## config.mk

```make
export PLATFORM = sky130hd
export DESIGN_NAME = ordered_list_insert_erase
export DESIGN_NICKNAME = d
export VERILOG_FILES = /design/src/design/olie_pkg.sv /design/src/design/olie_ctrl.sv /design/src/design/olie_dp.sv /design/src/design/ordered_list_insert_erase.sv
export VERILOG_INCLUDE_DIRS = /design/src /design/src/design
export SDC_FILE = /design/constraint.sdc
export NUM_CORES = 1
export LEC_CHECK = 0
export BUFFER_PORTS_ARGS = -buffer_cell sky130_fd_sc_hd__buf_2
export CAP_MARGIN = 5
export CORE_AREA = 3 3 297 241
export CTS_CLUSTER_SIZE = 40
export DETAILED_ROUTE_END_ITERATION = 12
export DIE_AREA = 0 0 300 244
export PLACE_DENSITY = 0.6
export SYNTH_ARGS = -nofsm -noshare
export SYNTH_HDL_FRONTEND = slang
export SYNTH_HIERARCHICAL = 1
export SYNTH_SLANG_ARGS = --single-unit
export TNS_END_PERCENT = 50
```

## constraint.sdc

```tcl
create_clock -name aclk -period 7.7 [get_ports aclk]
set_clock_uncertainty 0.1 [all_clocks]
set_input_delay 0.385 -clock aclk [delete_from_list [all_inputs] [get_ports aclk]]
set_output_delay 0.385 -clock aclk [all_outputs]
set_load 0.02 [all_outputs]
```

## src/design/assert_macros.svh

```systemverilog
// Assertion helpers for the ordered list block. They compile to nothing in synthesis.
`ifndef ASSERT_MACROS_SVH
`define ASSERT_MACROS_SVH

`ifndef SYNTHESIS

`define OLIE_ASSERT(lbl, clk, rstn, expr) \
    lbl: assert property (@(posedge clk) disable iff (!(rstn)) (expr)) \
        else $error("assertion failed");

`define OLIE_ASSERT_IMPL(lbl, clk, rstn, ante, cons) \
    lbl: assert property (@(posedge clk) disable iff (!(rstn)) (ante) |-> (cons)) \
        else $error("assertion failed");

`define OLIE_ASSERT_NEXT(lbl, clk, rstn, ante, cons) \
    lbl: assert property (@(posedge clk) disable iff (!(rstn)) (ante) |=> (cons)) \
        else $error("assertion failed");

`else

`define OLIE_ASSERT(lbl, clk, rstn, expr)

`define OLIE_ASSERT_IMPL(lbl, clk, rstn, ante, cons)

`define OLIE_ASSERT_NEXT(lbl, clk, rstn, ante, cons)

`endif

`endif

```

## src/design/olie_pkg.sv

```systemverilog
`default_nettype none

package olie_pkg;

    localparam int OP_BITS = 3;

    typedef enum logic [OP_BITS-1:0] {
        OP_READ        = 3'd0,
        OP_INSERT      = 3'd1,
        OP_APPEND      = 3'd2,
        OP_ERASE_ONE   = 3'd3,
        OP_ERASE_RANGE = 3'd4,
        OP_CLEAR       = 3'd5
    } op_t;

    typedef enum logic [1:0] {
        RS_OK    = 2'd0,
        RS_INDEX = 2'd1,
        RS_FULL  = 2'd2,
        RS_RANGE = 2'd3
    } result_status_t;

    typedef enum logic [2:0] {
        PLAN_NONE,
        PLAN_READ,
        PLAN_INSERT,
        PLAN_ERASE,
        PLAN_CLEAR
    } plan_t;

    typedef enum logic [2:0] {
        ST_IDLE,
        ST_DECODE,
        ST_READ,
        ST_MOVE_RD,
        ST_MOVE_WR,
        ST_PLACE,
        ST_DONE
    } state_t;

    typedef struct packed {
        logic latch;
        logic rd_dst;
        logic rd_src;
        logic wr_move;
        logic wr_word;
        logic step;
        logic finish;
    } dp_cmd_t;

    typedef struct packed {
        plan_t plan;
        logic  more;
        logic  out_free;
    } dp_stat_t;

endpackage

`default_nettype wire

```

## src/design/olie_ctrl.sv

```systemverilog
`default_nettype none

module olie_ctrl (
    input  wire logic              aclk,
    input  wire logic              aresetn,
    input  wire logic              s_tvalid,
    output logic                   s_tready,
    output olie_pkg::dp_cmd_t      cmd,
    input  wire olie_pkg::dp_stat_t stat
);
    import olie_pkg::*;

    state_t state_reg;
    state_t state_next;

    always_ff @(posedge aclk) begin
        if (!aresetn) begin
            state_reg <= ST_IDLE;
        end else begin
            state_reg <= state_next;
        end
    end

    always_comb begin
        state_next = state_reg;
        cmd        = '0;
        s_tready   = 1'b0;
        unique case (state_reg)
            ST_IDLE: begin
                s_tready = 1'b1;
                if (s_tvalid) begin
                    cmd.latch  = 1'b1;
                    state_next = ST_DECODE;
                end
            end
            ST_DECODE: begin
                unique case (stat.plan)
                    PLAN_READ: begin
                        cmd.rd_dst = 1'b1;
                        state_next = ST_READ;
                    end
                    PLAN_INSERT: begin
                        state_next = stat.more ? ST_MOVE_RD : ST_PLACE;
                    end
                    PLAN_ERASE: begin
                        state_next = stat.more ? ST_MOVE_RD : ST_DONE;
                    end
                    default: begin
                        state_next = ST_DONE;
                    end
                endcase
            end
            ST_READ: begin
                state_next = ST_DONE;
            end
            ST_MOVE_RD: begin
                cmd.rd_src = 1'b1;
                state_next = ST_MOVE_WR;
            end
            ST_MOVE_WR: begin
                cmd.wr_move = 1'b1;
                cmd.step    = 1'b1;
                state_next  = ST_DECODE;
            end
            ST_PLACE: begin
                cmd.wr_word = 1'b1;
                state_next  = ST_DONE;
            end
            ST_DONE: begin
                if (stat.out_free) begin
                    cmd.finish = 1'b1;
                    state_next = ST_IDLE;
                end
            end
            default: begin
                state_next = ST_IDLE;
            end
        endcase
    end

endmodule

`default_nettype wire

```

## src/design/olie_dp.sv

```systemverilog
`default_nettype none

module olie_dp #(
    parameter int DEPTH     = 16,
    parameter int WORD_BITS = 32,
    parameter int CW        = 5
) (
    input  wire logic                         aclk,
    input  wire logic                         aresetn,
    input  wire logic [olie_pkg::OP_BITS-1:0] operation,
    input  wire logic [CW-1:0]                position,
    input  wire logic [CW-1:0]                range_end,
    input  wire logic [WORD_BITS-1:0]         word_in,
    input  wire olie_pkg::dp_cmd_t            cmd,
    output olie_pkg::dp_stat_t                stat,
    input  wire logic                         m_tready,
    output logic                              m_tvalid,
    output logic [WORD_BITS-1:0]              word_out,
    output logic [CW-1:0]                     entry_count,
    output logic                              is_empty,
    output logic [1:0]                        status
);
    import olie_pkg::*;

    localparam int AW = (DEPTH > 1) ? $clog2(DEPTH) : 1;

    logic [WORD_BITS-1:0] mem [DEPTH];
    logic [WORD_BITS-1:0] rdata_reg;

    plan_t                plan_reg, plan_next;
    result_status_t       status_reg, status_next;
    logic [CW-1:0]        pos_reg, pos_next;
    logic [CW-1:0]        n_reg, n_next;
    logic [CW-1:0]        dst_reg, dst_next;
    logic [WORD_BITS-1:0] word_reg;
    logic [CW-1:0]        count_reg, count_next;

    logic                 m_valid_reg;
    logic [WORD_BITS-1:0] out_word_reg;
    logic [CW-1:0]        out_count_reg;
    logic                 out_empty_reg;
    logic [1:0]           out_status_reg;

    logic                 full;
    logic [CW:0]          dst_plus_n;
    logic [CW-1:0]        src;
    logic [AW-1:0]        mem_raddr;
    logic                 mem_re;
    logic                 mem_we;
    logic [WORD_BITS-1:0] mem_wdata;

    assign full       = (count_reg == CW'(DEPTH));
    assign dst_plus_n = {1'b0, dst_reg} + {1'b0, n_reg};

    always_comb begin
        plan_next   = PLAN_NONE;
        status_next = RS_OK;
        pos_next    = position;
        n_next      = '0;
        dst_next    = position;
        unique case (op_t'(operation))
            OP_READ: begin
                if (position < count_reg) begin
                    plan_next = PLAN_READ;
                end else begin
                    status_next = RS_INDEX;
                end
            end
            OP_INSERT: begin
                dst_next = count_reg;
                if (full) begin
                    status_next = RS_FULL;
                end else if (position > count_reg) begin
                    status_next = RS_INDEX;
                end else begin
                    plan_next = PLAN_INSERT;
                end
            end
            OP_APPEND: begin
                dst_next = count_reg;
                pos_next = count_reg;
                if (full) begin
                    status_next = RS_FULL;
                end else begin
                    plan_next = PLAN_INSERT;
                end
            end
            OP_ERASE_ONE: begin
                n_next = CW'(1);
                if (position >= count_reg) begin
                    status_next = RS_INDEX;
                end else begin
                    plan_next = PLAN_ERASE;
                end
            end
            OP_ERASE_RANGE: begin
                n_next = range_end - position;
                if (range_end < position) begin
                    status_next = RS_RANGE;
                end else if (range_end > count_reg) begin
                    status_next = RS_INDEX;
                end else if (range_end != position) begin
                    plan_next = PLAN_ERASE;
                end
            end
            OP_CLEAR: begin
                plan_next = PLAN_CLEAR;
            end
            default: begin
                plan_next = PLAN_NONE;
            end
        endcase
    end

    always_comb begin
        stat.plan     = plan_reg;
        stat.out_free = !m_valid_reg || m_tready;
        case (plan_reg)
            PLAN_INSERT: stat.more = (dst_reg > pos_reg);
            PLAN_ERASE:  stat.more = (dst_plus_n < {1'b0, count_reg});
            default:     stat.more = 1'b0;
        endcase
    end

    assign src       = (plan_reg == PLAN_INSERT) ? (dst_reg - CW'(1)) : dst_plus_n[CW-1:0];
    assign mem_re    = cmd.rd_dst || cmd.rd_src;
    assign mem_raddr = cmd.rd_src ? src[AW-1:0] : dst_reg[AW-1:0];
    assign mem_we    = cmd.wr_move || cmd.wr_word;
    assign mem_wdata = cmd.wr_word ? word_reg : rdata_reg;

    always_ff @(posedge aclk) begin
        if (mem_we) begin
            mem[dst_reg[AW-1:0]] <= mem_wdata;
        end
        if (mem_re) begin
            rdata_reg <= mem[mem_raddr];
        end
    end

    always_ff @(posedge aclk) begin
        if (cmd.latch) begin
            plan_reg   <= plan_next;
            status_reg <= status_next;
            pos_reg    <= pos_next;
            n_reg      <= n_next;
            word_reg   <= word_in;
        end
        if (cmd.latch) begin
            dst_reg <= dst_next;
        end else if (cmd.step) begin
            dst_reg <= (plan_reg == PLAN_INSERT) ? (dst_reg - CW'(1)) : (dst_reg + CW'(1));
        end
    end

    always_comb begin
        case (plan_reg)
            PLAN_INSERT: count_next = count_reg + CW'(1);
            PLAN_ERASE:  count_next = count_reg - n_reg;
            PLAN_CLEAR:  count_next = '0;
            default:     count_next = count_reg;
        endcase
    end

    always_ff @(posedge aclk) begin
        if (!aresetn) begin
            count_reg   <= '0;
            m_valid_reg <= 1'b0;
        end else begin
            if (cmd.finish) begin
                count_reg   <= count_next;
                m_valid_reg <= 1'b1;
            end else if (m_tready) begin
                m_valid_reg <= 1'b0;
            end
        end
    end

    always_ff @(posedge aclk) begin
        if (cmd.finish) begin
            out_word_reg   <= (plan_reg == PLAN_READ) ? rdata_reg : '0;
            out_count_reg  <= count_next;
            out_empty_reg  <= (count_next == '0);
            out_status_reg <= status_reg;
        end
    end

    assign m_tvalid    = m_valid_reg;
    assign word_out    = out_word_reg;
    assign entry_count = out_count_reg;
    assign is_empty    = out_empty_reg;
    assign status      = out_status_reg;

endmodule

`default_nettype wire

```

## src/design/ordered_list_insert_erase.sv

```systemverilog
// Ordered word list of up to DEPTH words kept in a single-port memory, one request at a time.
// After acceptance a read passes through decode, read and done; an insert or append repeats
// move-read, move-write and decode for each stored word that moves, then places the word,
// and an erase does the moves alone. Clear and rejected requests go from decode to done. Each
// moved word needs one read, one write and one bound check on the memory port. A result waits
// in the output register while the next request is already being accepted and worked on.
`default_nettype none

`include "assert_macros.svh"

module ordered_list_insert_erase #(
    parameter int DEPTH     = 16,
    parameter int WORD_BITS = 32,
    localparam int CW        = $clog2(DEPTH + 1),
    localparam int S_TDATA_W = ((2 * CW + WORD_BITS + 7) / 8) * 8,
    localparam int M_TDATA_W = ((WORD_BITS + CW + 3 + 7) / 8) * 8
) (
    input  wire logic                         aclk,
    input  wire logic                         aresetn,
    input  wire logic                         s_tvalid,
    output logic                              s_tready,
    // position, range_end, word_in
    input  wire logic [S_TDATA_W-1:0]         s_tdata,
    // operation
    input  wire logic [olie_pkg::OP_BITS-1:0] s_tuser,
    output logic                              m_tvalid,
    input  wire logic                         m_tready,
    // word_out, entry_count, is_empty, status
    output logic [M_TDATA_W-1:0]              m_tdata
);
    import olie_pkg::*;

    dp_cmd_t              cmd;
    dp_stat_t             stat;
    logic [WORD_BITS-1:0] word_out;
    logic [CW-1:0]        entry_count;
    logic                 is_empty;
    logic [1:0]           status;

    olie_ctrl u_ctrl (
        .aclk     (aclk),
        .aresetn  (aresetn),
        .s_tvalid (s_tvalid),
        .s_tready (s_tready),
        .cmd      (cmd),
        .stat     (stat)
    );

    olie_dp #(
        .DEPTH     (DEPTH),
        .WORD_BITS (WORD_BITS),
        .CW        (CW)
    ) u_dp (
        .aclk        (aclk),
        .aresetn     (aresetn),
        .operation   (s_tuser),
        .position    (s_tdata[CW-1:0]),
        .range_end   (s_tdata[2*CW-1:CW]),
        .word_in     (s_tdata[2*CW+WORD_BITS-1:2*CW]),
        .cmd         (cmd),
        .stat        (stat),
        .m_tready    (m_tready),
        .m_tvalid    (m_tvalid),
        .word_out    (word_out),
        .entry_count (entry_count),
        .is_empty    (is_empty),
        .status      (status)
    );

    assign m_tdata = M_TDATA_W'({status, is_empty, entry_count, word_out});

    `OLIE_ASSERT_IMPL(a_count_bound, aclk, aresetn, m_tvalid, entry_count <= CW'(DEPTH))
    `OLIE_ASSERT_IMPL(a_empty_flag, aclk, aresetn, m_tvalid, is_empty == (entry_count == '0))
    `OLIE_ASSERT_IMPL(a_word_only_ok, aclk, aresetn, m_tvalid && (word_out != '0), status == RS_OK)
    `OLIE_ASSERT_NEXT(a_busy_after_accept, aclk, aresetn, s_tvalid && s_tready, !s_tready)

endmodule

`default_nettype wire

```

==> run metrics, run 1 <==
placed cell count=2,525; maximum vdd ir drop=332 uV; CTS Root Cell=clkbuf_16; Slowest-stage cell, CP=buf_4; worst slew pin tran=1090 ps; final wirelength=56,700 um; final period utilization=0.523; DRC errors left=0; critical path capture point type=register; area growth from synthesis to layout=13.0%; Worst Hold Path Cells=2; Max FO, Critical Path=37; CTS Buffer Depth=3; DRT iter0 DRCs=759; commonest cells in the netlist=636 x edfxtp_1, 492 x mux2i_1, 51 x and2_1, 39 x ha_1, 33 x mux2_2; synthesized flop and latch total=645; worst rel slew slack=0.272; Leak Pwr=11.5 nW; fin nets=1,800; Worst-Skew Late Latency=580 ps; CTS sink cnt=645; top cells by area, synth=edfxtp_1 70%, mux2i_1 18%, ha_1 1.8%; core area=68,700 um2; minimum clock period=4030 ps; GP Congestion=0.777; hold_sp=s_tuser[0]; first drt pass iteration count=4; Hold Violations, Final=0; Syn Nets=1,654; Remaining Overflow, GRT=0; max reg flops=512; CTS tree=built; PwrDens=307 nW/um2; Rows=86; fin area=31,000 um2; initial antenna violation count=0; Worst R2R Start=u_dp/dst_reg[1]$_DFFE_PP_; r2r worst-path depth=10; HPWL Detailed=29,500 um; RSZ-0062 raised after global routing=no; Avg WL per Cell=21.2 um; first-pass GRT wire length=85,400 um; Worst setup SP type=register; Fillers=6,003; Synth Flop Type=edfxtp_1; worst-path cell chain=ha_1 -> a21o_1 -> a21oi_1 -> xnor2_1 -> o21ai_1 -> a21oi_4 -> buf_4 -> buf_4 -> mux2i_1 -> mux2i_1; Peak Freq=248 MHz; die width=300 um; Post-Syn Area=27,400 um2; largest net degree at the start of global routing=129; Setup crit start=u_dp/dst_reg[1]$_DFFE_PP_; Worst Hold Class=input pin to register; CP bufs+invs=2; Initial Utilization=0.400; most frequent cell after synthesis=edfxtp_1; Worst EP arrival=4220 ps; CTS H-tree depth=3; Crit path max-delay family=buffers and inverters; placed cell areas=28,600 um2; hold_ws=101 ps; vias per cell=5.08; total power draw=0.00953 W; Setup TNS=0 ps; Post-synth EDFFs=636; # Post-CTS Setup Buffers=0; Post-synth ARST share=0; post-synthesis cell count=1,557; io pins=97; Crit path depth=10; die height=244 um; proportion of layout cells with a drive suffix above 1=0.158; Yosys top cell by area=edfxtp_1; Setup CP Type=register to register; slowest stage delay, CP=770 ps; Slew Viols, Final=0; status=finished clean; final number of setup-violating endpoints=0; top-area cell type share of the netlist area=0.696; Yosys cell types=56; critical path required time=7890 ps; MaxCap Viol Count=0; n_diodes=0; Clock Pin Slew Worst Setup and Hold Paths=60 ps; sequential area share after synthesis=0.703; Antenna Nets Post-Route=0; Ys Warns=6; total die area=73,200 um2; CTS Buf Count=67; total track usage=0.155; Port-buffer cells=90; routed via count=13,600; Layout Cells excl Fill=2,676; vias in the first global route=14,000; Mean Syn Cell Area=17.6 um2
## cell usage in the layout, fill, tap and decap left out, drive strengths merged, types with 12 or more instances in the layout
master,instances
edfxtp,636
mux2i,492
buf,117
clkbuf,83
and2,51
ha,39
dlygate4sd3,33
mux2,33
nor2,28
inv,26
clkinv,26
o21ai,24
a21oi,23
nand2,17
nor2b,12
## layer usage
layer / GRT usage / wire length, um / vias to the layer above
met5: 0 / 0 / -
met4: 0.0380 / 1020 / 0
met3: 0.0256 / 1790 / 71
met2: 0.263 / 27800 / 213
met1: 0.210 / 26100 / 6979
li1: - / - / 6318
## through the flow
| stage | util | worst slack (ps) |
|---|---|---|
| after floorplan | - | 4490 |
| after global placement | 0.417 | 3700 |
| after detailed placement | 0.417 | 3660 |
| after CTS | 0.452 | 3650 |
| after global routing | 0.452 | 3400 |
| final | 0.452 | 3670 |
## power by group
group	internal, W	leakage, nW	switching (W)
registers	0.00418	5.84	0.0000886
logic	0.000955	4.68	0.00128
clock network	0.00176	1.00	0.00128
## kinds of logic (layout without fill, tap and decap cells)
kind of cell             after synthesis  count (layout)  share of synthesized area
flip-flops                           645             645                      0.703
multiplexers                         525             525                      0.193
adder cells (fa/ha/maj)               42              42                     0.0200
buffers and inverters                 97             292                     0.0302
AND/OR/NAND/NOR                      156             156                     0.0319
XOR/XNOR                              14              14                    0.00447
AO/OA/AOI/OAI                         78              78                     0.0177
## area by class of cell
type	instances	area (um2)	area share
sequential	645	19300	0.622
multi-input combinational	815	7400	0.239
clock buffer	83	1800	0.0580
tap	924	1160	0.0373
timing repair buffer	150	1020	0.0329
clock inverter	35	256	0.00827
inverter	24	90.1	0.00291
## repair_timing
action	4_1_cts	5_1_grt
endpoints found under the setup margin	0	0
hold endpoints to repair	35	0
hold buffers	33	0
gates resized for setup	0	0
## path summary, 6_finish.rpt
| kind | endpoint | slack, ps |
|---|---|---|
| max | u_dp/rdata_reg[18]$_DFFE_PP_ | 3670 |
| min | u_dp/status_reg[1]$_DFFE_PP_ | 100 |
| max reg2reg | u_dp/rdata_reg[18]$_DFFE_PP_ | 3670 |
| min reg2reg | u_dp/status[1]$_DFFE_PP_ | 320 |
## worst register-to-register path, stage by stage (launching register included)
cell and delay [ps]:
edfxtp_1 640, ha_1 330, a21o_1 150, a21oi_1 210, xnor2_1 190, o21ai_1 160, a21oi_4 180, buf_4 560
buf_4 780, mux2i_1 330, mux2i_1 100
(Power assumes the default switching activity.)
==> inputs of run 2 (changes only) <==
--- a/config.mk
+++ b/config.mk
@@ -12,7 +12,7 @@
 export CTS_CLUSTER_SIZE = 40
 export DETAILED_ROUTE_END_ITERATION = 12
 export DIE_AREA = 0 0 300 244
-export PLACE_DENSITY = 0.6
+export PLACE_DENSITY = 0.62
 export SYNTH_ARGS = -nofsm -noshare
 export SYNTH_HDL_FRONTEND = slang
 export SYNTH_HIERARCHICAL = 1
==> constraint.sdc (replaced) <==
create_clock -name aclk -period 3.25 [get_ports aclk]
set_clock_uncertainty 0.1 [all_clocks]
set_input_delay 0.1625 -clock aclk [delete_from_list [all_inputs] [get_ports aclk]]
set_output_delay 0.1625 -clock aclk [all_outputs]
set_load 0.02 [all_outputs]
==> run 2 against run 1 <==
Against the previous run:
- design area rose by 3.0%
- clock power rose by 150%
- wire length rose by 0.75%
- global-route usage rose by 0.15 points
- sequential cell count did not move
- largest power group unchanged
- non-clock buffer count rose by 51
- first-iteration DRC count rose by 11%
- via count rose by 0.98%
- largest cell class unchanged
- sequential share of layout area fell by 1.8 points
- register-to-register slack got worse by 3300 ps
==> run metrics, run 2 (synthesis gave the netlist of run 1 again) <==
switching share of power=0.272 (-0.00497); slowest stage delay, CP=390 ps (-380 ps); CP bufs+invs=1 (-1); final wirelength=57,100 um (+0.75%); crit path capture=u_ctrl/state_reg[0]$_SDFFE_PN0P_; Worst-Skew Late Latency=600 ps (+20 ps); vias in the first global route=14,100 (+0.85%); critical path capture point type=register; die width=300 um (unchanged); first drt pass iteration count=5 (+1); routed via count=13,700 (+0.98%); Max FO, Critical Path=9 (-76%); DRT iter0 DRCs=840 (+11%); HPWL Detailed=30,900 um (+4.5%); PwrDens=730 nW/um2 (+140%); total die area=73,200 um2 (unchanged); Setup crit start=u_dp/dst_reg[0]$_DFFE_PP_; GP Congestion=0.779 (+0.26%); final number of setup-violating endpoints=0 (unchanged); Port-buffer cells=90 (unchanged); Slew Viols, Final=0 (unchanged); RSZ-0062 raised after global routing=no; Remaining Overflow, GRT=0 (unchanged); Peak Freq=342 MHz (+38%); MaxCap Viol Count=0 (unchanged); Setup TNS=0 ps (unchanged); total track usage=0.157 (+0.00147); r2r worst-path depth=13 (+3); Leak Pwr=11.9 nW (+3.6%); Hold Violations, Final=0 (unchanged); Avg WL per Cell=20.9 um (-1.2%); largest net degree at the start of global routing=50 (-61%); area growth from synthesis to layout=16.4%; Initial Utilization=0.400 (unchanged); Worst Hold Class=input pin to register; Internal=0.0170 W (+150%); Slowest-stage cell, CP=edfxtp_1; most frequent cells in the layout=636 x edfxtp_1, 491 x mux2i_1, 90 x buf_2; CTS Buf Count=67 (unchanged); Worst EP arrival=3310 ps (-910 ps); worst-path cell chain=buf_4 -> ha_1 -> a21o_1 -> a21oi_1 -> xnor2_1 -> ha_1 -> nor2b_1 -> o21ai_0 -> nand3_1 -> o21ai_2 -> nand2b_1 -> nand3_2 -> a2111oi_2; maximum vdd ir drop=498 uV (+50%); CTS Buffer Depth=3 (unchanged); Crit path top cell by count=ha_1; Crit path max-delay family=compound AO/OA/AOI/OAI gates; CTS tree=built; register share of total power=0.430 (-0.017); io pins=97 (unchanged); CTS Root Cell=clkbuf_16; worst rel slew slack=0.394 (+0.121); Worst R2R Start=u_dp/dst_reg[0]$_DFFE_PP_; NetSw=0.00634 W (+140%); minimum clock period=2930 ps (-1100 ps); Crit Reg-Reg Endpoint=u_ctrl/state_reg[0]$_SDFFE_PN0P_; vias per cell=5.03 (-0.95%); worst slew pin tran=902 ps (-189 ps); final period utilization=0.901 (+0.377); Clock Pin Slew Worst Setup and Hold Paths=60 ps (about the same); Clock Power Share=0.323 (+0.004); core area=68,700 um2 (unchanged); n_diodes=0 (unchanged); status=finished clean; Layout Cells excl Fill=2,728 (+1.9%); Rows=86 (unchanged); proportion of layout cells with a drive suffix above 1=0.172 (+0.0149); Reg2Reg Setup Slack=320 ps (-3350 ps); Worst setup SP type=register; first-pass GRT wire length=86,200 um (+0.91%); critical path required time=3630 ps (-4260 ps); DRC errors left=0 (unchanged); fin nets=1,851 (+2.8%); Crit path depth=13 (+3); Setup CP Type=register to register; most common cell after layout, fill and taps aside=edfxtp_1; initial antenna violation count=0 (unchanged); CTS sink cnt=645 (unchanged); max reg flops=512 (unchanged); Logic pwr share=0.247 (+0.013); die height=244 um (unchanged); CTS H-tree depth=3 (unchanged); Antenna Nets Post-Route=0 (unchanged); placed cell count=2,563 (+1.5%)
[run 2: power by group through the flow]
stage | Clock (W) | Sequential, W | Combinational, W
floorplan | 0 | 0.0102 | 0.00448
global placement | 0 | 0.0102 | 0.00569
detailed placement | 0 | 0.0102 | 0.00578
finish | 0.00753 | 0.0100 | 0.00575
CTS | 0.00772 | 0.0100 | 0.00584
global route | 0.00806 | 0.0101 | 0.00626
[run 2: timing repair]
action,4_1_cts,5_1_grt
endpoints found under the setup margin,0,1
resized for setup,0,2
buffers inserted,0,0
hold buffers,46,0
endpoints found under the hold margin,57,0
[run 2: final cells by class]
| type | count | area, um2 |
|---|---|---|
| Timing Repair Buffer | 201 | 1850 |
| Sequential cell | 645 | 19300 |
| Clock inverter | 30 | 352 |
| Clock buffer | 89 | 1800 |
| Inverter | 24 | 90.1 |
| Tap cell | 924 | 1160 |
| Multi-Input combinational cell | 815 | 7410 |
| Fill cell | 5877 | 36700 |
[run 2: layer usage]
metal  vias to the layer above  track usage  routed length (um)
met3                        80       0.0254                1950
li1                       6415            -                   -
met1                      6994        0.211               26200
met4                         0       0.0426                1060
met2                       225        0.264               27900
met5                         -            0                   0
[run 2: how the worst min path moves through the flow]
| stage | start | endpoint | cells after the start |
|---|---|---|---|
| after global placement | s_tdata[27] | u_dp/word_reg[17]$_DFFE_PP_ | 1 |
| after detailed placement | s_tdata[26] | u_dp/word_reg[16]$_DFFE_PP_ | 1 |
| after floorplan | s_tdata[10] | u_dp/word_reg[0]$_DFFE_PP_ | 0 |
| final | s_tdata[6] | u_dp/n_reg[1]$_DFFE_PP_ | 4 |
| after CTS | s_tdata[6] | u_dp/n_reg[1]$_DFFE_PP_ | 4 |
| after global routing | s_tdata[6] | u_dp/n_reg[1]$_DFFE_PP_ | 4 |
[run 2: worst register-to-register path, delay by kind of cell, from the launching register on]
| family | cells | cell delay (ps) |
|---|---|---|
| and+or+nand+nor | 4 | 480 |
| AOI/OAI and AO/OA | 5 | 1000 |
| buffers and inverters | 1 | 200 |
| DFF | 1 | 390 |
| xor gates and xnor gates | 1 | 200 |
| adders and majority gates | 2 | 460 |
[run 2: through the flow]
stage	hold slack [ps]	setup WS (ps)	total power (W)	cell area, um2	utilization
2_1_floorplan	161	59.2	0.0147	27400	-
3_3_place_gp	242	275	0.0159	29300	0.427
3_5_place_dp	241	254	0.0160	29300	0.427
4_1_cts	19.9	228	0.0236	31900	0.465
5_1_grt	57.0	82.7	0.0244	31900	0.465
6_report	55.3	322	0.0233	31900	0.465
==> inputs of run 3 (changes only) <==
==> constraint.sdc (replaced) <==
create_clock -name aclk -period 2.5 [get_ports aclk]
set_clock_uncertainty 0.1 [all_clocks]
set_input_delay 0.125 -clock aclk [delete_from_list [all_inputs] [get_ports aclk]]
set_output_delay 0.125 -clock aclk [all_outputs]
set_load 0.02 [all_outputs]
==> run 3 against run 2 <==
Against the previous run:
- the flow now finishes with violations (setup timing)
- via count up 4.6%
- wire length up 7.2%
- worst setup slack worse by 630 ps
- maximum frequency up 4.2%
- utilization up 2.5 points
- sequential cell count unchanged
- count of clock-buffer cells in the layout down 5
- die area unchanged
- worst hold slack better by 29 ps
- first-iteration DRC count up 20%
==> run metrics, run 3 (synthesis gave the netlist of run 1 again) <==
CTS H-tree depth=3 (unchanged); initial antenna violation count=1 (+1); most common cell after layout, fill and taps aside=edfxtp_1; Max FO, Critical Path=2 (-7); worst slack, placed=-354 ps (-608 ps); Clock Power Share=0.295 (-0.028); core area=68,700 um2 (unchanged); failing checks=setup timing; routed via count=14,300 (+4.6%); final setup margin=-311 ps (-633 ps); CTS Buffer Depth=3 (unchanged); CTS Buf Count=66 (-1.5%); first drt pass iteration count=4 (-1); worst slew pin tran=499 ps (-403 ps); CTS Root Cell=clkbuf_16; GP Congestion=0.812 (+4.3%); Avg WL per Cell=21.5 um (+2.9%); Antenna Nets Post-Route=0 (unchanged); Internal=0.0234 W (+38%); NetSw=0.00889 W (+40%); n_diodes=0 (unchanged); vias in the first global route=14,800 (+4.9%); first-pass GRT wire length=91,900 um (+6.6%); PwrDens=959 nW/um2 (+31%); proportion of layout cells with a drive suffix above 1=0.246 (+0.0732); switching share of power=0.275 (+0.00320); Clock Pin Slew Worst Setup and Hold Paths=60 ps (about the same); CTS sink cnt=645 (unchanged); critical path capture point type=register; final period utilization=1.12 (+0.223); Worst setup SP type=register; register share of total power=0.404 (-0.026); CTS tree=built; maximum vdd ir drop=461 uV (-7.5%); die height=244 um (unchanged); vias per cell=5.05 (+0.42%); Rows=86 (unchanged); die width=300 um (unchanged); Remaining Overflow, GRT=0 (unchanged); Leak Pwr=12.7 nW (+6.2%); DRC errors left=0 (unchanged); Worst-Skew Late Latency=590 ps (about the same); Setup CP Type=register to register; largest net degree at the start of global routing=33 (-34%); final number of setup-violating endpoints=36 (+36); Slew Viols, Final=0 (unchanged); Hold Violations, Final=0 (unchanged); Reg2Reg Setup Slack=-310 ps (-630 ps); RSZ-0062 raised after global routing=yes; Logic pwr share=0.301 (+0.054); hold_ws=84.1 ps (+28.8 ps); Peak Freq=356 MHz (+4.2%); most frequent cells in the layout=636 x edfxtp_1, 472 x mux2i_1, 90 x buf_2; Initial Utilization=0.400 (unchanged); total die area=73,200 um2 (unchanged); DRT iter0 DRCs=1,004 (+20%); MaxCap Viol Count=0 (unchanged); minimum clock period=2810 ps (-117 ps); status=finished, violations left; max reg flops=512 (unchanged); fin nets=1,967 (+6.3%); final wirelength=61,200 um (+7.2%); area growth from synthesis to layout=22.6%; worst rel slew slack=0.666 (+0.272); Worst Hold Class=input pin to register; total track usage=0.168 (+0.0110); Port-buffer cells=90 (unchanged); critical path required time=2890 ps (-740 ps); Worst EP arrival=3200 ps (-110 ps); HPWL Detailed=35,400 um (+15%); io pins=97 (unchanged)
run 3: changes by cell type in the layout (fill, tap and decap cells not counted), sizes merged:
cell,change
clkinv,+3
dlygate4sd3,+2
clkinvlp,+2
bufinv,-2
inv,-1
clkbuf,-3
buf,+113
run 3: metal layers:
metal / global-route usage / part of all wire / vias up
li1: - / - / 6647
met1: 0.227 / 0.45 / 7303
met2: 0.279 / 0.49 / 306
met3: 0.0281 / 0.042 / 91
met4: 0.0501 / 0.024 / 0
met5: 0 / 0 / -
run 3: power groups by stage:
stage	clock [W]	combinational [W]	sequential [W]
5_1_grt	0.0102	0.0104	0.0131
4_1_cts	0.00973	0.00944	0.0130
3_5_place_dp	0	0.00847	0.0133
2_1_floorplan	0	0.00586	0.0132
3_3_place_gp	0	0.00835	0.0133
6_report	0.00952	0.00971	0.0130
run 3: repair_timing:
action / in CTS / in global routing
setup buffers: 23 / 4
gates resized for setup: 39 / 48
pin swaps: 7 / 13
hold endpoints to repair: 72 / 0
hold buffers: 48 / 0
cloned: 6 / 2
setup endpoints to repair: 36 / 46
run 3: final timing paths:
| path | from | end | depth (start not counted) |
|---|---|---|---|
| hold reg to reg | u_dp/status_reg[1]$_DFFE_PP_ | u_dp/status[1]$_DFFE_PP_ | 0 |
| setup / recovery | u_dp/n_reg[0]$_DFFE_PP_ | u_ctrl/state_reg[0]$_SDFFE_PN0P_ | 12 |
| setup reg to reg | u_dp/n_reg[0]$_DFFE_PP_ | u_ctrl/state_reg[0]$_SDFFE_PN0P_ | 12 |
| hold / removal | s_tdata[5] | u_dp/n_reg[0]$_DFFE_PP_ | 4 |
run 3: critical path, stage by stage, from the launching register on:
cell	delay (ps)
edfxtp_1	410
ha_2	220
fa_2	570
ha_4	200
a21o_1	170
a21oi_2	160
nor2b_1	60
o21ai_1	110
nand3_1	100
o21ai_2	90
nand2b_4	160
nand3_4	80
a2111oi_4	280
run 3: cell type report:
class	instances	area (um2)
fillers	5760	35000
flip-flops and latches	645	19300
multi-input cells	815	7690
repair buffers	318	3360
clock buffers	84	1780
well taps	924	1160
clock inverters	32	285
inverters	24	92.6
run 3: through the flow:
step	cell area, um2	utilization	std cells	setup TNS, ps	total power (W)
5_1_grt	33600	0.490	2842	-11380	0.0337
4_1_cts	33400	0.487	2838	-4960	0.0322
2_1_floorplan	27500	-	1557	-7600	0.0191
6_report	33600	0.490	2842	-7500	0.0323
3_3_place_gp	30300	0.441	2645	-7780	0.0216
3_5_place_dp	30300	0.441	2645	-10420	0.0217
